--- src/rtl/integer_to_radix_ascii_top_macros.svh ---
// assertion macros shared by the integer to radix ascii design
`ifndef INTEGER_TO_RADIX_ASCII_TOP_MACROS_SVH
`define INTEGER_TO_RADIX_ASCII_TOP_MACROS_SVH

`ifndef ASSERT_OFF
// same-cycle implication
`define ITOA_ASSERT_IMP(lbl, clk, rst, ante, cons) \
  lbl: assert property (@(posedge clk) disable iff (rst) (ante) |-> (cons)) \
    else $error("itoa assertion failed");
// next-cycle implication
`define ITOA_ASSERT_NXT(lbl, clk, rst, ante, cons) \
  lbl: assert property (@(posedge clk) disable iff (rst) (ante) |=> (cons)) \
    else $error("itoa assertion failed");
`else
`define ITOA_ASSERT_IMP(lbl, clk, rst, ante, cons)
`define ITOA_ASSERT_NXT(lbl, clk, rst, ante, cons)
`endif

`endif

--- src/rtl/itoa_pkg.sv ---
// shared widths, ascii codes and digit encoding for the radix converter
package itoa_pkg;

  localparam int VALUE_WIDTH = 32;
  localparam int BASE_WIDTH  = 6;
  localparam int CHAR_WIDTH  = 7;
  localparam int CNT_WIDTH   = $clog2(VALUE_WIDTH + 1);
  localparam int IDX_WIDTH   = $clog2(VALUE_WIDTH);

  localparam logic [BASE_WIDTH-1:0] MIN_BASE     = BASE_WIDTH'(2);
  localparam logic [BASE_WIDTH-1:0] MAX_BASE     = BASE_WIDTH'(36);
  localparam logic [BASE_WIDTH-1:0] DECIMAL_BASE = BASE_WIDTH'(10);

  localparam logic [CHAR_WIDTH-1:0] ASCII_DIGIT_OFFSET  = CHAR_WIDTH'(48);
  localparam logic [CHAR_WIDTH-1:0] ASCII_LETTER_OFFSET = CHAR_WIDTH'(55);
  localparam logic [CHAR_WIDTH-1:0] ASCII_MINUS         = CHAR_WIDTH'(45);
  localparam logic [CHAR_WIDTH-1:0] ASCII_NUL           = CHAR_WIDTH'(0);

  // digit value 0..35 to '0'..'9', 'A'..'Z'
  function automatic logic [CHAR_WIDTH-1:0] digit_to_ascii(input logic [BASE_WIDTH-1:0] d);
    logic [CHAR_WIDTH-1:0] dx;
    dx = {1'b0, d};
    if (d < DECIMAL_BASE) begin
      return ASCII_DIGIT_OFFSET + dx;
    end
    return ASCII_LETTER_OFFSET + dx;
  endfunction

endpackage

--- src/rtl/itoa_div.sv ---
// restoring divider, one quotient bit per cycle, narrow divisor
module itoa_div
  import itoa_pkg::*;
(
  input  logic                   clk,
  input  logic                   rst,
  input  logic                   start,
  input  logic [VALUE_WIDTH-1:0] dividend,
  input  logic [BASE_WIDTH-1:0]  divisor,
  output logic                   done,
  output logic [VALUE_WIDTH-1:0] quotient,
  output logic [BASE_WIDTH-1:0]  remainder
);

  logic [VALUE_WIDTH-1:0] quo;
  logic [BASE_WIDTH-1:0]  rem;
  logic [CNT_WIDTH-1:0]   cnt;
  logic                   busy;

  logic [BASE_WIDTH:0]    trial;
  logic [BASE_WIDTH:0]    diff;
  logic                   fits;
  logic [BASE_WIDTH-1:0]  rem_next;

  // remainder stays below divisor, so trial fits one extra bit
  always_comb begin
    trial    = {rem, quo[VALUE_WIDTH-1]};
    diff     = trial - {1'b0, divisor};
    fits     = (trial >= {1'b0, divisor});
    rem_next = fits ? diff[BASE_WIDTH-1:0] : trial[BASE_WIDTH-1:0];
  end

  always_ff @(posedge clk) begin
    if (rst) begin
      busy <= 1'b0;
      done <= 1'b0;
      cnt  <= '0;
    end else begin
      done <= 1'b0;
      if (start && !busy) begin
        quo  <= dividend;
        rem  <= '0;
        cnt  <= CNT_WIDTH'(VALUE_WIDTH);
        busy <= 1'b1;
      end else if (busy) begin
        quo <= {quo[VALUE_WIDTH-2:0], fits};
        rem <= rem_next;
        cnt <= cnt - CNT_WIDTH'(1);
        if (cnt == CNT_WIDTH'(1)) begin
          busy <= 1'b0;
          done <= 1'b1;
        end
      end
    end
  end

  assign quotient  = quo;
  assign remainder = rem;

endmodule

--- config.mk ---
export PLATFORM = sky130hd
export DESIGN_NAME = itoa_div
export DESIGN_NICKNAME = d
export VERILOG_FILES = /design/src/rtl/integer_to_radix_ascii_top_macros.svh /design/src/rtl/itoa_pkg.sv /design/src/rtl/itoa_div.sv
export SDC_FILE = /design/constraint.sdc
export NUM_CORES = 1
export LEC_CHECK = 0
export ABC_AREA = 1
export BUFFER_PORTS_ARGS = -buffer_cell sky130_fd_sc_hd__clkbuf_2
export CAP_MARGIN = 40
export CORE_MARGIN = 4
export CORE_UTILIZATION = 29
export CTS_CLUSTER_SIZE = 16
export DETAILED_ROUTE_END_ITERATION = 7
export PLACE_DENSITY_LB_ADDON = 0.12
export SLEW_MARGIN = 10
export SYNTH_ARGS = -nofsm -noshare
export SYNTH_HDL_FRONTEND = slang
export SYNTH_SLANG_ARGS = --single-unit
--- constraint.sdc ---
create_clock -name clk -period 8.4 [get_ports clk]
set_input_delay 1.68 -clock clk [delete_from_list [all_inputs] [get_ports clk]]
set_output_delay 1.68 -clock clk [all_outputs]
set_load 0.01 [all_outputs]
==> results.py <==
metrics = {
    "status": {
        "status": "complete, no violations",
    },
    "worst_setup_path": {
        "critPathMaxFanout": 2,
        "required_ns": 8.46,
        "startpoint_type": "primary input",
        "crit_path_end_kind": "flop",
        "cp.arrival_ns": 2.93,
        "path_class": "primary input to flop",
    },
    "clock_tree": {
        "cts.reportedPaths.clkPinSlew_ns": 0.08,
        "cts.path.max_buffers": 2,
        "cts_resized": 0,
        "clk_latency_ns": 0.30,
        "cts_made_buffers": 5,
        "root_buffer": "clkbuf_8",
        "post_cts_buffers": 0,
        "cts.sinks": 46,
        "postCtsHoldBufs": 0,
        "cts_tree": "built",
        "h-tree-depth": 2,
    },
    "logic_synthesis": {
        "yosys_warnings": 0,
        "synth_nets": 268,
        "synth_top_cell_area_share_pct": 47.1,
        "yosysUniqueCellTypes": 26,
        "ys_ff_latch": 46,
        "synth_top_area_cell": "edfxtp_1",
        "syn-instance-count": 217,
        "synth_area_leaders": "edfxtp_1 47%, mux2_2 14%, dfxtp_1 6.6%",
        "syn_area_per_cell_um2": 11.2,
        "synth_area_um2": 2420,
        "seq_area_frac_synth_pct": 53.7,
    },
    "drt": {
        "drt_iter0_markers": 55,
        "vias": 1752,
        "avgViaCountPerCell": 4.30,
        "drt_pass1_iterations": 4,
        "wl_per_cell_um": 12.6,
        "wl_um": 5130,
        "ant_nets": 0,
        "drc": 0,
    },
    "timing": {
        "max_freq_mhz": 348,
        "min_period_ns": 2.87,
        "setup_ws_ns": 5.53,
        "post-route-period-util_pct": 34.2,
        "holdWs_ns": 0.467,
        "clock_skew_ns": 0.00789,
        "setup_viol_count_final": 0,
        "worst_slew_pin_slew_ns": 0.532,
        "slew-limit-headroom_pct": 64.5,
        "rsz0062_at_grt": "no",
        "report.final.slew_viol_count": 0,
        "fin_tns_setup_ns": 0,
        "finalHoldViolCount": 0,
    },
    "finish": {
        "fin_util_pct": 37.0,
        "layout_commonest_cell": "clkbuf_2",
        "n_antenna_cell": 0,
        "fin_nets": 352,
        "fin_area_um2": 3030,
        "drive_gt1_share_pct": 44.7,
        "syn2layout_area_growth_pct": 24.9,
        "layout.cells.most_common_list": "79 x clkbuf_2, 38 x edfxtp_1, 32 x nand2_1",
        "stdcell_count": 407,
    },
    "pwr": {
        "leakage_nw": 1.38,
        "p_int_uw": 386,
        "pwr_density_cell_nw_per_um2": 179,
        "power.total_uw": 542,
        "p_seq_share_pct": 52.0,
        "netSwitchingFraction_pct": 28.9,
        "p_switching_uw": 156,
        "pwr-share-clk_pct": 24.9,
        "vdd.ir_drop.worst_mv": 0.0700,
        "p_comb_share_pct": 23.1,
    },
    "floorplan": {
        "die_w_um": 99.4,
        "core_area_um2": 8180,
        "die_h_um": 99.4,
        "num_rows": 33,
        "initial_core_util_pct": 29.6,
        "die_area_um2": 9880,
        "io_pins": 80,
    },
    "global_routing": {
        "grt_overflow": 0,
        "first_global_vias": 1775,
        "grt_pass1_wl_um": 8440,
        "grt_use_total_pct": 10.8,
        "grt_max_degree": 40,
        "antenna_found_initial": 0,
    },
    "placed_design": {
        "hpwl_um": 3840,
        "placed_cell_area_um2": 2940,
        "io_buffer_count": 79,
        "placedCellCount": 399,
        "place.gp.congestion": 0.790,
        "dp_slack_ns": 5.20,
    },
    "job": {
        "cap_violations": 0,
    },
    "min_path": {
        "hold_path_class": "flop to flop",
    },
}
## power by group through the flow
stage | Sequential [mW] | Clock [mW] | Combinational, mW
floorplan | 0.293 | 0 | 0.0808
global placement | 0.288 | 0 | 0.126
detailed placement | 0.287 | 0 | 0.128
CTS | 0.282 | 0.142 | 0.128
global route | 0.284 | 0.151 | 0.143
finish | 0.282 | 0.135 | 0.125
## Yosys cell counts, drive strengths merged
cell / n
nor3: 2
dfxtp: 8
or2: 1
inv: 31
a21oi: 7
xnor2: 1
o21ai: 2
nand2: 37
ha: 9
nor2: 27
fa: 1
nand3: 9
nand4: 4
and3: 1
mux2: 31
buf: 4
edfxtp: 38
xor2: 2
nand3b: 2
## per-layer routing
layer | vias to the layer above | share of wire [%] | GRT usage, %
met5 | - | 0 | 0
met4 | 0 | 0.66 | 3.78
met3 | 2 | 5.5 | 2.81
met2 | 47 | 49 | 18.4
met1 | 806 | 45 | 13.2
li1 | 897 | - | -
## critical path, stage by stage
cell	delay (ns)
clkbuf_2	0.11
ha_1	0.21
fa_1	0.39
nand3b_1	0.20
nand3_1	0.09
nand2_1	0.05
nand2_1	0.06
nand2_1	0.05
nand2_1	0.05
nor2_1	0.04
## sequential cells by signal, summed over array words and instances, names as in the netlist
register	cells
remainder	6
quotient	32
cnt	6
busy	1
done	1
## kinds of logic (layout without fill, tap and decap cells)
kind of cell	after synthesis	in the layout	synth area share, %
simple gates	83	83	16.6
flops	46	46	53.7
buf+inv	35	120	6.66
mux	31	31	14.4
fa+ha+maj	10	10	5.48
compound gates	9	9	2.01
xor+xnor	3	3	1.08
## final timing paths
check,startpoint,to,slack [ns],depth (start not counted)
max reg2reg,quotient[31],remainder[4],6.57,10
min reg2reg,cnt[1],cnt[1],0.47,2
min,cnt[1],cnt[1],0.47,2
max,divisor[0],remainder[4],5.53,10
## area by class of cell
class / count / area (um2)
Inverter: 31 / 116
Clock inverter: 2 / 13.8
Fill cell: 844 / 5150
Multi-Input combinational cell: 136 / 967
Timing Repair Buffer: 81 / 423
Tap cell: 105 / 131
Clock buffer: 6 / 72.6
Sequential cell: 46 / 1300
No activity file was read; power rests on OpenSTA's default activity.
